--- config.mk ---
export PLATFORM = sky130hd
export DESIGN_NAME = stuffed_frame_receiver_crc16
export DESIGN_NICKNAME = d
export VERILOG_FILES = /design/src/hw/rtl/sfr_pkg.sv /design/src/hw/rtl/sfr_deframer.sv /design/src/hw/rtl/stuffed_frame_receiver_crc16.sv
export VERILOG_INCLUDE_DIRS = /design/src /design/src/hw/rtl
export SDC_FILE = /design/constraint.sdc
export NUM_CORES = 1
export LEC_CHECK = 0
export BUFFER_PORTS_ARGS = -buffer_cell sky130_fd_sc_hd__buf_2
export CAP_MARGIN = 20
export CORE_AREA = 2 2 97 145
export DETAILED_ROUTE_END_ITERATION = 8
export DIE_AREA = 0 0 99 147
export GPL_TIMING_DRIVEN = 1
export PLACE_DENSITY = 0.72
export SLEW_MARGIN = 40
export SYNTH_ARGS = -nofsm -noshare
export SYNTH_HDL_FRONTEND = slang
export SYNTH_HIERARCHICAL = 1
export SYNTH_SLANG_ARGS = --single-unit
--- constraint.sdc ---
create_clock -name clk -period 11.7 [get_ports clk]
set_clock_uncertainty 0.1 [all_clocks]
set_input_delay 0.585 -clock clk [delete_from_list [all_inputs] [get_ports clk]]
set_output_delay 0.585 -clock clk [all_outputs]
set_load 0.1 [all_outputs]
--- src/hw/rtl/stuffed_frame_receiver_crc16_defines.svh ---
// ----------------------------------------------------------------------------
// Assertion macros for the stuffed frame receiver
// Shared helpers that wrap concurrent assertions in the house form.
// ----------------------------------------------------------------------------
`ifndef STUFFED_FRAME_RECEIVER_CRC16_DEFINES_SVH
`define STUFFED_FRAME_RECEIVER_CRC16_DEFINES_SVH

// Implication checked on the same edge, skipped while reset is asserted.
`define SFR_ASSERT_IMPL(lbl, clk_s, rstn_s, ante, cons, msg) \
  lbl: assert property (@(posedge clk_s) disable iff (!(rstn_s)) (ante) |-> (cons)) \
    else $error(msg);

// Implication checked on the following edge, active during reset as well.
`define SFR_ASSERT_NEXT(lbl, clk_s, ante, cons, msg) \
  lbl: assert property (@(posedge clk_s) (ante) |=> (cons)) else $error(msg);

`endif

--- src/hw/rtl/sfr_pkg.sv ---
// ----------------------------------------------------------------------------
// Stuffed frame receiver package
// Constants, result type and the byte-wise CRC-16 step.
// ----------------------------------------------------------------------------
`default_nettype none

package sfr_pkg;

  localparam int FRAME_BYTES_DEF = 64;

  localparam logic [7:0] FLAG_BYTE     = 8'h7E;
  localparam logic [7:0] ESC_BYTE      = 8'h7D;
  localparam logic [7:0] ESC_XOR       = 8'h20;
  localparam logic [7:0] TYPE_ACK      = 8'h43;
  localparam logic [7:0] TYPE_DATA     = 8'h45;
  localparam logic [7:0] MODULE_ID_RST = 8'h5E;
  localparam logic [7:0] CMD_SENSOR    = 8'h01;
  localparam logic [7:0] SENSOR_ARG0   = 8'h05;
  localparam logic [7:0] SENSOR_ARG1   = 8'h0A;
  localparam logic [7:0] CMD_FAN       = 8'h03;
  localparam logic [7:0] FAN_ON_ARG    = 8'h11;
  localparam logic [7:0] FAN_OFF_ARG   = 8'h12;

  typedef enum logic [2:0] {
    ST_ACK,
    ST_SENSOR,
    ST_FAN_ON,
    ST_FAN_OFF,
    ST_OTHER,
    ST_CRC_ERR
  } sfr_status_t;

  typedef enum logic [1:0] {
    FAN_UNKNOWN,
    FAN_ON,
    FAN_OFF
  } sfr_fan_t;

  typedef struct packed {
    logic [5:0]  frame_length;
    logic [15:0] humi_raw;
    logic [15:0] temp_raw;
    sfr_fan_t    fan_state;
    sfr_status_t frame_status;
  } sfr_result_t;

  localparam int RESULT_W   = $bits(sfr_result_t);
  localparam int OUT_DATA_W = ((RESULT_W + 7) / 8) * 8;

  // One byte of CRC-16/XMODEM (poly 0x1021, no reflection).
  function automatic logic [15:0] crc16_step(input logic [15:0] crc_in,
                                             input logic [7:0] data);
    logic [15:0] c;
    c = {crc_in[7:0], crc_in[15:8]};
    c[7:0] = c[7:0] ^ data;
    c = c ^ {12'h000, c[7:4]};
    c = c ^ {c[3:0], 12'h000};
    c = c ^ {3'b000, c[7:0], 5'b00000};
    return c;
  endfunction

endpackage

`default_nettype wire

--- src/hw/rtl/sfr_deframer.sv ---
// ----------------------------------------------------------------------------
// Stuffed frame receiver deframer
// Per-byte destuffing, field capture, CRC and frame classification.
// ----------------------------------------------------------------------------
`default_nettype none

module sfr_deframer #(
  parameter int FRAME_BYTES = sfr_pkg::FRAME_BYTES_DEF
) (
  input  wire logic               clk,
  input  wire logic               rst_n,
  input  wire logic               step,
  input  wire logic [7:0]         rx_byte,
  input  wire logic [7:0]         dev_id,
  output logic                    emit,
  output sfr_pkg::sfr_result_t    result
);
  import sfr_pkg::*;

  // Count must reach the sensor offsets and the six-bit length field.
  localparam int CNT_W = ($clog2(FRAME_BYTES) > 6) ? $clog2(FRAME_BYTES) : 6;
  localparam logic [CNT_W-1:0] CNT_LAST = CNT_W'(FRAME_BYTES - 1);

  logic             last_flag_r, last_flag_nxt;
  logic             in_frame_r, in_frame_nxt;
  logic             esc_r, esc_nxt;
  logic [CNT_W-1:0] cnt_r, cnt_nxt;
  logic [15:0]      crc_r, crc_nxt;
  logic [7:0]       tail_r [2];
  logic [7:0]       tail_nxt [2];
  logic [7:0]       hdr_r [5];
  logic [7:0]       hdr_nxt [5];
  logic [15:0]      temp_r, temp_nxt;
  logic [15:0]      humi_r, humi_nxt;
  sfr_fan_t         fan_r, fan_nxt;

  logic             is_flag;
  logic [7:0]       dbyte;
  sfr_status_t      cls_status;
  sfr_fan_t         cls_fan;

  assign is_flag = (rx_byte == FLAG_BYTE);
  assign dbyte   = esc_r ? (rx_byte ^ ESC_XOR) : rx_byte;
  assign emit    = is_flag && !last_flag_r && in_frame_r;

  // Classification of the frame that the current flag closes.
  always_comb begin
    cls_status = ST_OTHER;
    cls_fan    = fan_r;
    if (cnt_r < CNT_W'(2)) begin
      cls_status = ST_CRC_ERR;
    end else if (crc_r != {tail_r[1], tail_r[0]}) begin
      cls_status = ST_CRC_ERR;
    end else if (cnt_r >= CNT_W'(3) && hdr_r[0] == TYPE_ACK) begin
      cls_status = ST_ACK;
    end else if (cnt_r >= CNT_W'(12) && hdr_r[0] == TYPE_DATA &&
                 hdr_r[1] == dev_id) begin
      if (cnt_r >= CNT_W'(21) && hdr_r[2] == CMD_SENSOR &&
          hdr_r[3] == SENSOR_ARG0 && hdr_r[4] == SENSOR_ARG1) begin
        cls_status = ST_SENSOR;
      end else if (cnt_r >= CNT_W'(14) && hdr_r[2] == CMD_FAN) begin
        if (hdr_r[3] == FAN_ON_ARG) begin
          cls_status = ST_FAN_ON;
          cls_fan    = FAN_ON;
        end else if (hdr_r[3] == FAN_OFF_ARG) begin
          cls_status = ST_FAN_OFF;
          cls_fan    = FAN_OFF;
        end
      end
    end
  end

  always_comb begin
    result.frame_status = cls_status;
    result.fan_state    = cls_fan;
    result.temp_raw     = (cls_status == ST_SENSOR) ? temp_r : 16'h0000;
    result.humi_raw     = (cls_status == ST_SENSOR) ? humi_r : 16'h0000;
    result.frame_length = cnt_r[5:0];
  end

  // Next state for one byte.
  always_comb begin
    last_flag_nxt = last_flag_r;
    in_frame_nxt  = in_frame_r;
    esc_nxt       = esc_r;
    cnt_nxt       = cnt_r;
    crc_nxt       = crc_r;
    tail_nxt      = tail_r;
    hdr_nxt       = hdr_r;
    temp_nxt      = temp_r;
    humi_nxt      = humi_r;
    fan_nxt       = fan_r;
    if (step) begin
      last_flag_nxt = is_flag;
      if (is_flag) begin
        esc_nxt = 1'b0;
        if (last_flag_r) begin
          // Two flags in a row start a fresh frame.
          in_frame_nxt = 1'b1;
          cnt_nxt      = '0;
          crc_nxt      = 16'h0000;
          tail_nxt[0]  = 8'h00;
          tail_nxt[1]  = 8'h00;
          for (int i = 0; i < 5; i++) begin
            hdr_nxt[i] = 8'h00;
          end
          temp_nxt = 16'h0000;
          humi_nxt = 16'h0000;
        end else if (in_frame_r) begin
          in_frame_nxt = 1'b0;
          fan_nxt      = cls_fan;
        end
      end else if (in_frame_r) begin
        if (rx_byte == ESC_BYTE) begin
          esc_nxt = 1'b1;
        end else begin
          esc_nxt = 1'b0;
          if (cnt_r >= CNT_LAST) begin
            // Frame too long: drop it without a result.
            in_frame_nxt = 1'b0;
          end else begin
            if (cnt_r >= CNT_W'(2)) begin
              crc_nxt = crc16_step(crc_r, tail_r[0]);
            end
            tail_nxt[0] = tail_r[1];
            tail_nxt[1] = dbyte;
            if (cnt_r == CNT_W'(0))  hdr_nxt[0] = dbyte;
            if (cnt_r == CNT_W'(9))  hdr_nxt[1] = dbyte;
            if (cnt_r == CNT_W'(10)) hdr_nxt[2] = dbyte;
            if (cnt_r == CNT_W'(11)) hdr_nxt[3] = dbyte;
            if (cnt_r == CNT_W'(12)) hdr_nxt[4] = dbyte;
            if (cnt_r == CNT_W'(15)) temp_nxt[7:0]  = dbyte;
            if (cnt_r == CNT_W'(16)) temp_nxt[15:8] = dbyte;
            if (cnt_r == CNT_W'(17)) humi_nxt[7:0]  = dbyte;
            if (cnt_r == CNT_W'(18)) humi_nxt[15:8] = dbyte;
            cnt_nxt = cnt_r + CNT_W'(1);
          end
        end
      end
    end
  end

  always_ff @(posedge clk) begin
    if (!rst_n) begin
      last_flag_r <= 1'b1;
      in_frame_r  <= 1'b0;
      esc_r       <= 1'b0;
      cnt_r       <= '0;
      fan_r       <= FAN_UNKNOWN;
    end else begin
      last_flag_r <= last_flag_nxt;
      in_frame_r  <= in_frame_nxt;
      esc_r       <= esc_nxt;
      cnt_r       <= cnt_nxt;
      fan_r       <= fan_nxt;
    end
  end

  always_ff @(posedge clk) begin
    crc_r  <= crc_nxt;
    tail_r <= tail_nxt;
    hdr_r  <= hdr_nxt;
    temp_r <= temp_nxt;
    humi_r <= humi_nxt;
  end

endmodule

`default_nettype wire

--- src/hw/rtl/stuffed_frame_receiver_crc16.sv ---
// ----------------------------------------------------------------------------
// Stuffed frame receiver with CRC-16 check
// Deframes a byte-stuffed serial stream and reports one status per frame.
// ----------------------------------------------------------------------------
// Usage: raw line bytes enter on the in_ channel, one byte per transfer. Two
// flag bytes in a row open a frame, a single flag after data closes it, and
// each closed frame that was not dropped for length yields one transfer on the
// out_ channel carrying its status, the kept fan state, the sensor words and
// the decoded length. Bytes that close nothing yield no transfer.
// The cfg_ channel writes the expected module id; it is always ready and is
// meant to be written only while the block is idle.
// Throughput is one byte per cycle except while a closing flag waits on a held
// result: the destuffing, the one-byte CRC step and the field capture all sit
// combinationally between the input register and the result register. A
// closing flag's result is registered with out_tvalid once the flag advances.
// Reset (rst_n low, synchronous) empties both registers, sets the module id
// to its default, forgets the fan state and behaves as if a flag had just
// been seen. When the receiver stalls, the held result stays put and bytes
// that close no frame keep flowing; a closing flag waits in the input register.
// ----------------------------------------------------------------------------
`default_nettype none

`include "stuffed_frame_receiver_crc16_defines.svh"

module stuffed_frame_receiver_crc16 #(
  parameter int FRAME_BYTES = sfr_pkg::FRAME_BYTES_DEF
) (
  input  wire logic                          clk,
  input  wire logic                          rst_n,
  // Raw byte stream.
  input  wire logic                          in_tvalid,
  output logic                               in_tready,
  input  wire logic [7:0]                    in_tdata,   // [7:0] rx_byte
  // Frame results.
  output logic                               out_tvalid,
  input  wire logic                          out_tready,
  // [2:0] frame_status, [4:3] fan_state, [20:5] temp_raw, [36:21] humi_raw,
  // [42:37] frame_length, upper bits zero
  output logic [sfr_pkg::OUT_DATA_W-1:0]     out_tdata,
  // Module id register.
  input  wire logic                          cfg_valid,
  output logic                               cfg_ready,
  input  wire logic [7:0]                    cfg_data    // [7:0] device id
);
  import sfr_pkg::*;

  logic        in_valid_r;
  logic [7:0]  in_byte_r;
  logic        out_valid_r;
  sfr_result_t out_res_r;
  logic [7:0]  dev_id_r;

  logic        emit;
  logic        advance;
  sfr_result_t res;

  // The byte in the input register moves on unless it closes a frame while a
  // previous result is still held.
  assign advance   = in_valid_r && (!emit || !out_valid_r || out_tready);
  assign in_tready = !in_valid_r || advance;
  assign cfg_ready = 1'b1;

  sfr_deframer #(
    .FRAME_BYTES (FRAME_BYTES)
  ) u_deframer (
    .clk       (clk),
    .rst_n     (rst_n),
    .step      (advance),
    .rx_byte   (in_byte_r),
    .dev_id    (dev_id_r),
    .emit      (emit),
    .result    (res)
  );

  always_ff @(posedge clk) begin
    if (!rst_n) begin
      in_valid_r  <= 1'b0;
      out_valid_r <= 1'b0;
      dev_id_r    <= MODULE_ID_RST;
    end else begin
      if (in_tvalid && in_tready) begin
        in_valid_r <= 1'b1;
      end else if (advance) begin
        in_valid_r <= 1'b0;
      end
      if (advance && emit) begin
        out_valid_r <= 1'b1;
      end else if (out_tready) begin
        out_valid_r <= 1'b0;
      end
      if (cfg_valid && cfg_ready) begin
        dev_id_r <= cfg_data;
      end
    end
  end

  always_ff @(posedge clk) begin
    if (in_tvalid && in_tready) begin
      in_byte_r <= in_tdata;
    end
    if (advance && emit) begin
      out_res_r <= res;
    end
  end

  assign out_tvalid = out_valid_r;
  assign out_tdata  = {{(OUT_DATA_W - RESULT_W){1'b0}}, out_res_r};

  `SFR_ASSERT_NEXT(a_reset_empties_output, clk, !rst_n, !out_tvalid,
                   "result valid right after reset")
  `SFR_ASSERT_IMPL(a_status_in_range, clk, rst_n, out_tvalid,
                   out_res_r.frame_status == ST_ACK ||
                   out_res_r.frame_status == ST_SENSOR ||
                   out_res_r.frame_status == ST_FAN_ON ||
                   out_res_r.frame_status == ST_FAN_OFF ||
                   out_res_r.frame_status == ST_OTHER ||
                   out_res_r.frame_status == ST_CRC_ERR,
                   "frame status out of range")
  `SFR_ASSERT_IMPL(a_fan_on_state, clk, rst_n,
                   out_tvalid && out_res_r.frame_status == ST_FAN_ON,
                   out_res_r.fan_state == FAN_ON, "fan on report without fan on state")
  `SFR_ASSERT_IMPL(a_fan_off_state, clk, rst_n,
                   out_tvalid && out_res_r.frame_status == ST_FAN_OFF,
                   out_res_r.fan_state == FAN_OFF, "fan off report without fan off state")
  `SFR_ASSERT_IMPL(a_words_only_sensor, clk, rst_n,
                   out_tvalid && out_res_r.frame_status != ST_SENSOR,
                   out_res_r.temp_raw == 16'h0000 && out_res_r.humi_raw == 16'h0000,
                   "sensor words on a non-sensor result")

endmodule

`default_nettype wire
**Word-level counts from Yosys, hierarchy flattened**

Index checks and enable logic that the tools add are counted.

- Logic and storage cells: 176
- Bits of input ports: 21
- Bits in registers: 176

- Reductions and logical operators: 46
- Bitwise logic cells: 6
- Eq/ne operators: 24
- Multiplexer cells: 66
- Order comparisons: 7
- $add $sub $neg: 1

Operators by type and width:

| kind | count |
|---|---|
| 16-bit two-way mux | 18 |
| 40-bit two-way mux | 5 |
| 8-bit two-way mux | 9 |
| 6-bit AND reduction | 10 |
| 6-bit two-way mux | 6 |
| 8-bit by 7-bit equality test with 1-bit output, second input constant | 4 |
| 6-bit by 4-bit equality test with 1-bit output, second input constant | 5 |
| 2-bit nonzero test | 13 |
| 3-bit two-way mux | 8 |
| 6-bit by 5-bit equality test with 1-bit output, second input constant | 3 |
| 8-bit by 5-bit equality test with 1-bit output, second input constant | 2 |
| 2-bit two-way mux | 8 |
| 16-bit inequality test | 1 |
| 16-bit by 13-bit XOR with 16-bit output | 1 |
| 16-bit XOR | 1 |
| 16-bit by 4-bit XOR with 16-bit output | 1 |
| 6-bit by 2-bit greater-or-equal comparator with 1-bit output, second input constant | 2 |
| 6-bit by 4-bit greater-or-equal comparator with 1-bit output, second input constant | 2 |
| 1-bit logical AND | 12 |
| 1-bit two-way mux | 12 |
| 8-bit by 1-bit equality test with 1-bit output, second input constant | 1 |
| 8-bit by 2-bit equality test with 1-bit output, second input constant | 1 |
| 8-bit by 3-bit equality test with 1-bit output, second input constant | 1 |
| 8-bit by 4-bit equality test with 1-bit output, second input constant | 1 |
| other kinds (15) | 23 |

**Logic depth before layout (Yosys ltp)**

Gate-level depths: netlist of run 1.

- Depth in word-level cells: 10
- Mapped depth: 13

**Hierarchy**

Netlist of run 1, hierarchy kept.

By module, submodules not included:

| module | sequential area each (um^2) | cells each | area each (um^2) | instances |
|---|---|---|---|---|
| sfr_deframer | 3,343.2 | 403 | 5,191.2 | 1 |
| stuffed_frame_receiver_crc16 | 1,731.7 | 97 | 1,994.4 | 1 |

**Worst setup path after synthesis of run 1**

OpenSTA, ideal clock, no wires.

- Path type: register to register
- Start: register in_byte_r[0]
- End: register u_deframer/hdr_r[0] in the netlist's numbering (enable)
- Path slack: 7.541 ns
- Data arrival time: 3.661 ns
- Period minus slack after synthesis: 4.159 ns
- Required time: 11.202 ns
- Cell stages (with the launch flop): 13
- Library setup time: 0.398 ns
- Path through: edfxtp_1 clkbuf_1 and4bb_1 nand2_1 clkbuf_1 nor3b_1 a21boi_0 and2_1 nand3_1 o211a_1 clkinv_1 nand2_1 o41ai_1

- Cells in the longest elaborated chain, start to end: 8
- Elaborated cells on any way between the ends: 14
- Classes of those cells: 5 x eq/ne; 9 x reduce/logical

RTL lines:

| element | RTL line | source |
|---|---|---|
| start: declaration | stuffed_frame_receiver_crc16.sv:48 | `logic [7:0] in_byte_r;` |
| start signal: assignment | stuffed_frame_receiver_crc16.sv:99 | `in_byte_r <= in_tdata;` |
| 8-bit by 7-bit equality test with 1-bit output | sfr_deframer.sv:42 | `assign is_flag = (rx_byte == FLAG_BYTE);` |
| 1-bit logical AND (2 in a row) | sfr_deframer.sv:44 | `assign emit = is_flag && !last_flag_r && in_frame_r;` |
| via emit | stuffed_frame_receiver_crc16.sv:53 | `logic emit;` |
| 1-bit zero test | stuffed_frame_receiver_crc16.sv:59 | `assign advance = in_valid_r && (!emit \|\| !out_valid_r \|\| out_tready);` |
| 1-bit logical OR (2 in a row) | stuffed_frame_receiver_crc16.sv:59 |  |
| 1-bit logical AND | stuffed_frame_receiver_crc16.sv:59 |  |
| via advance | stuffed_frame_receiver_crc16.sv:54 | `logic advance;` |
| 6-bit AND reduction (no line) | n/a |  |
| end signal: assignment | sfr_deframer.sv:162 | `hdr_r <= hdr_nxt;` |
| end: declaration | sfr_deframer.sv:31 | `logic [7:0] hdr_r [5];` |

The timed path passes the listed nets, and every way through them passes these cells.
A chain may end at the register's enable or synchronous reset.

**Worst setup path after layout of run 1**

- Start: register in_byte_r[0]
- End: register u_deframer/hdr_r[25] in the netlist's numbering (enable)

The elaborated chain is that of the path after synthesis.

==> impl_metrics.json, run 1 <==
{
  "drtPass1Iterations": 5,
  "worst-endpoint-arrival_ps": 5220,
  "dieArea_um2": 14600,
  "min-delay-start": "in_tdata[4]",
  "io_pins": 72,
  "track_usage_pct": 19.3,
  "clock-sinks": 176,
  "r2r_start": "in_byte_r[0]$_DFFE_PP_",
  "cp_num_buf_inv": 1,
  "cts_setup_buffers": 0,
  "p_leak_uw": 0.00311,
  "cts_hold_buf": 0,
  "setup_tns_ps": 0,
  "hold_violations": 0,
  "die_w_um": 99,
  "synth_top_area_share_pct": 64.8,
  "cp-end-kind": "flop",
  "drcViolationCount": 0,
  "start_kind": "flop",
  "cts-resized-gates": 0,
  "synthesis.area_um2": 7190,
  "worst_slew_pin_slew_ps": 756,
  "antenna_found_initial": 0,
  "clkLatencyLatePin_ps": 420,
  "row_count": 52,
  "reg2reg_depth": 11,
  "grt_overflow_total": 0,
  "worstPathCellList": "and4bb_1, nand2_1, nor3b_1, a21boi_0, and2_1, nand3_1, o211a_1, clkinv_1, and4b_1, nand2_1, nand2_1",
  "coreArea_um2": 13300,
  "grt_pass1_wl_mm": 21.2,
  "period_needed_ps": 5220,
  "slew_viol_final": 0,
  "grt_pass1_vias": 4064,
  "cp_common_cell": "nand2_1",
  "start_util_pct": 53.9,
  "yosysUniqueCellTypes": 54,
  "synthToLayoutAreaGrowth_pct": 15.3,
  "synth-seq-area-share_pct": 70.6,
  "rsz0062_at_grt": "false",
  "netlist_instances": 500,
  "hold-path-endpoint": "in_byte_r[4]$_DFFE_PP_",
  "outcome": "finished clean",
  "worst_path_dominant_cell_family": "simple AND/OR/NAND/NOR gates",
  "ir_drop_mv": 0.0894,
  "setup_viol": 0,
  "n_antenna_cell": 0,
  "dp_hpwl_mm": 9.56,
  "cts_tree": "built",
  "worst_ep_required_time_ps": 11700,
  "grt_max_degree": 33,
  "instances_no_fill": 741,
  "synth-seq-cells": 176,
  "ant_nets": 0,
  "portBuffers": 65,
  "drt-initial-drc-count": 238,
  "crit_fanout": 25,
  "via_count": 4014,
  "async_reset_ff_share_pct": 0,
  "drv_cap": 0,
  "synthTopCellsByCount": "edfxtp_1 (155), and2_1 (58), nand2_1 (35), xnor2_1 (34), nor2_1 (33)",
  "avgSynthCellArea_um2": 14.4,
  "synth_flop_cell": "edfxtp_1",
  "gp_congestion": 0.851,
  "clockBufferDepth": 2,
  "synth_edf_count": 155,
  "dpl.cell_count": 708,
  "crit_slowest_cell": "clkinv_1",
  "synthTopCellsByArea": "edfxtp_1 (65%), dfxtp_1 (5.9%), and2_1 (5.0%), xnor2_1 (4.1%), xor2_1 (2.0%)",
  "drt-wirelength-per-cell_um": 18.2,
  "cts_root_buf": "clkbuf_16",
  "critPathKind": "reg -> reg",
  "h-tree-depth": 4,
  "max_stage_delay_ps": 650,
  "min_path_cells": 1,
  "numCtsBuffers": 17,
  "fin_nets": 592,
  "yosys.cell_count.top_type": "edfxtp_1",
  "min_period_over_period_pct": 44.6,
  "r2r_slack_ps": 6480,
  "fmax_mhz": 192,
  "pwr_density_cell_nw_per_um2": 158,
  "clk_pin_slew_worst_paths_ps": 60,
  "avgViaCountPerCell": 5.42,
  "hold_class": "in -> reg",
  "reg2reg_to": "u_deframer/hdr_r[25]$_SDFFCE_PP0P_",
  "yosysTopAreaCell": "edfxtp_1",
  "yosysWarningCount": 6,
  "cp.depth": 11,
  "drive_gt1_share_pct": 18.8,
  "die_h_um": 147,
  "slew_headroom_pct": 49.3,
  "routed_wl_mm": 13.5
}
[layer usage]
metal | track usage, % | wire, um
met1 | 22.5 | 5290
met2 | 34.5 | 7300
met3 | 4.14 | 652
met4 | 7.67 | 240
met5 | 0 | 0
[worst max path at each step]
stage	endpoint	from
detailed placement	u_deframer/hdr_r[27]$_SDFFCE_PP0P_	in_byte_r[0]$_DFFE_PP_
CTS	u_deframer/hdr_r[25]$_SDFFCE_PP0P_	in_byte_r[0]$_DFFE_PP_
global route	u_deframer/hdr_r[25]$_SDFFCE_PP0P_	in_byte_r[0]$_DFFE_PP_
floorplan	u_deframer/hdr_r[0]$_SDFFCE_PP0P_	in_byte_r[0]$_DFFE_PP_
global placement	u_deframer/temp_r[12]$_DFFE_PP_	in_byte_r[0]$_DFFE_PP_
finish	u_deframer/hdr_r[25]$_SDFFCE_PP0P_	in_byte_r[0]$_DFFE_PP_
[placed cells by master (no fill, tap or decap), types with 6 or more instances in the layout]
cell type	Yosys	final
mux2i_1	12	12
and2_1	58	58
nand2_1	35	35
nor3_1	7	7
o21ai_0	12	10
clkbuf_16	0	17
dfxtp_1	21	21
edfxtp_1	155	155
nand4_1	8	8
buf_2	4	65
xnor2_1	34	34
nor2b_1	6	6
conb_1	2	6
xor2_1	16	16
nor2_1	33	32
[cell families (layout without fill, tap and decap cells)]
kind of cell    Yosys count  in the layout  share of synthesized area [%]
xor+xnor                 50             50                           6.09
simple gates            187            187                           14.9
other cells               2              6                          0.105
buf+inv                  32            107                           2.52
mux                      12             12                           1.67
fa+ha+maj                 5              5                          0.871
flops                   176            176                           70.6
compound gates           36             36                           3.26
[through the flow]
step / power, uW / hold slack (ps) / worst slack [ps] / util (%) / area [um^2]
floorplan: 727 / 309 / 7540 / - / 7200
global placement: 735 / 377 / 6780 / 56.9 / 7590
detailed placement: 736 / 383 / 6500 / 57.4 / 7660
CTS: 1320 / 223 / 6500 / 62.0 / 8280
global route: 1340 / 228 / 6050 / 62.1 / 8290
finish: 1310 / 240 / 6480 / 62.1 / 8290
[power by group]
group / leakage (uW) / switching, uW / internal (uW)
logic: 0.00115 / 22.3 / 8.56
clock network: 0.000288 / 227 / 357
registers: 0.00167 / 5.77 / 686
[sequential cells by signal, indices dropped and copies added (netlist names), 2 cells and up]
name / count
out_tdata: 43
dev_id_r: 8
u_deframer/humi_r: 16
u_deframer/tail_r: 16
u_deframer/crc_r: 16
in_byte_r: 8
u_deframer/cnt_r: 6
u_deframer/hdr_r: 40
u_deframer/fan_r: 2
u_deframer/temp_r: 16
[final cells by class]
type / count / area (um^2)
inverters: 6 / 22.5
well taps: 162 / 203
repair buffers: 69 / 399
multi-input cells: 296 / 1970
clock inverters: 14 / 189
flip-flops and latches: 176 / 5070
fillers: 1007 / 5050
clock buffers: 18 / 429
Power figures use the tool's default switching activity.
==> inputs of run 2 (changes only) <==
==> constraint.sdc (replaced) <==
create_clock -name clk -period 5.2 [get_ports clk]
set_clock_uncertainty 0.1 [all_clocks]
set_input_delay 0.26 -clock clk [delete_from_list [all_inputs] [get_ports clk]]
set_output_delay 0.26 -clock clk [all_outputs]
set_load 0.1 [all_outputs]
==> impl_metrics.json, run 2 (same netlist as run 1, synthesis figures left out) <==
{
  "outcome": "finished clean",
  "fill_cells": 953,
  "worst_slew_pin_slew_ps": 690,
  "dp_hpwl_mm": 9.46,
  "worstPathCellList": "and4bb_1, nand2_1, nor3b_1, a21boi_0, and2_1, nand3_1, o211a_1, clkinv_1, and4b_1, nand2_1, nand2_1",
  "min_period_over_period_pct": 78.8,
  "die_w_um": 99,
  "track_usage_pct": 19.7,
  "gp_congestion": 0.865,
  "start_util_pct": 53.9,
  "ant_nets": 0,
  "clkLatencyLatePin_ps": 420,
  "r2r_slack_ps": 1100,
  "clk_pin_slew_worst_paths_ps": 60,
  "clock-sinks": 176,
  "critPathKind": "reg -> reg",
  "final_common_cell": "edfxtp_1",
  "crit_fanout": 17,
  "setup_tns_ps": 0,
  "start_kind": "flop",
  "routed_wl_mm": 13.7,
  "cts_setup_buffers": 0,
  "hold_slack_ps": 26.5,
  "io_pins": 72,
  "die_h_um": 147,
  "design_area_um2": 8410,
  "row_count": 52,
  "hold_violations": 0,
  "hold_class": "in -> reg",
  "place_area_um2": 7680,
  "dieArea_um2": 14600,
  "antenna_found_initial": 0,
  "coreArea_um2": 13300,
  "fmax_mhz": 244,
  "numCtsBuffers": 17,
  "layout_setup_ws_ps": 1100,
  "avgViaCountPerCell": 5.35,
  "slew_headroom_pct": 53.8,
  "grt_max_degree": 33,
  "drcViolationCount": 0,
  "largest_reg_flops": 43,
  "crit_slowest_cell": "edfxtp_1",
  "setup_viol": 0,
  "drt-initial-drc-count": 328,
  "power_uw": 2800,
  "drt-wirelength-per-cell_um": 18.0,
  "drtPass1Iterations": 5,
  "drv_cap": 0,
  "n_antenna_cell": 0,
  "p_leak_uw": 0.00317,
  "portBuffers": 65,
  "worst-endpoint-arrival_ps": 4070,
  "grt_pass1_vias": 4127,
  "cp-end-kind": "flop",
  "h-tree-depth": 4,
  "cts_root_buf": "clkbuf_16",
  "grt_overflow_total": 0,
  "synthToLayoutAreaGrowth_pct": 17.1,
  "worst_ep_required_time_ps": 5180,
  "cts_tree": "built",
  "ir_drop_mv": 0.276,
  "slew_viol_final": 0,
  "fin_nets": 614,
  "drive_gt1_share_pct": 19.0,
  "via_count": 4080,
  "max_stage_delay_ps": 630,
  "layout_common_cells": "edfxtp_1 (155), buf_2 (65), and2_1 (58), nand2_1 (35), xnor2_1 (34)",
  "period_needed_ps": 4100,
  "clockBufferDepth": 2,
  "post-place-ws_ps": 1180,
  "rsz0062_at_grt": "false",
  "cp_common_cell": "nand2_1",
  "pwr_density_cell_nw_per_um2": 333,
  "grt_pass1_wl_mm": 21.5
}
-- run 2: cell count changes in the layout (fill, tap and decap cells not counted) --
cell / previous run / this run
dlygate4sd3_1: 0 / 17
buf_4: 1 / 6
bufinv_16: 4 / 1
clkinv_2: 1 / 4
clkinv_1: 3 / 1
o21ai_0: 10 / 12
o21ai_1: 2 / 0
a21oi_1: 5 / 6
a21oi_4: 1 / 0
clkbuf_1: 1 / 2
clkinv_4: 1 / 2
-- run 2: worst paths after layout --
check / cells after the start / end / start
setup reg to reg: 11 / u_deframer/hdr_r[14]$_SDFFCE_PP0P_ / in_byte_r[0]$_DFFE_PP_
hold reg to reg: 2 / dev_id_r[2]$_SDFFE_PN1P_ / dev_id_r[2]$_SDFFE_PN1P_
setup / recovery: 11 / u_deframer/hdr_r[14]$_SDFFCE_PP0P_ / in_byte_r[0]$_DFFE_PP_
hold / removal: 3 / out_tvalid$_SDFFE_PN0P_ / out_tready
-- run 2: power breakdown --
part           internal (uW)  switching (uW)  leakage, uW
Combinational           27.6            52.7      0.00124
Sequential              1540            13.1      0.00167
Clock                    659             509     0.000260
Total                   2230             575      0.00317
-- run 2: cell type report --
class / count / area, um^2 / area share [%]
Clock buffer: 19 / 433 / 5.15
Sequential cell: 176 / 5070 / 60.3
Timing Repair Buffer: 91 / 607 / 7.21
Clock inverter: 13 / 115 / 1.37
Multi-Input combinational cell: 296 / 1960 / 23.3
Inverter: 6 / 22.5 / 0.268
Tap cell: 162 / 203 / 2.41
-- run 2: what timing repair did --
action / CTS / global route
endpoints found under the hold margin: 17 / 0
gates resized for setup: 0 / 0
hold buffers: 17 / 0
-- run 2: critical path: cells and delay by family, from the launching register on --
family / cells / cell delay, ps
buf+inv: 1 / 180
compound gates: 2 / 670
flops: 1 / 630
simple gates: 8 / 2160
-- run 2: per-layer routing --
layer	wire length (um)	GRT usage, %
met5	0	0
met4	355	8.70
met3	594	4.23
met2	7480	35.1
met1	5280	22.4
-- run 2: per-stage QoR --
stage / instances / util, %
finish: 763 / 63.1
global route: 763 / 63.1
CTS: 762 / 63.0
detailed placement: 713 / 57.6
global placement: 711 / 57.1
floorplan: 504 / -
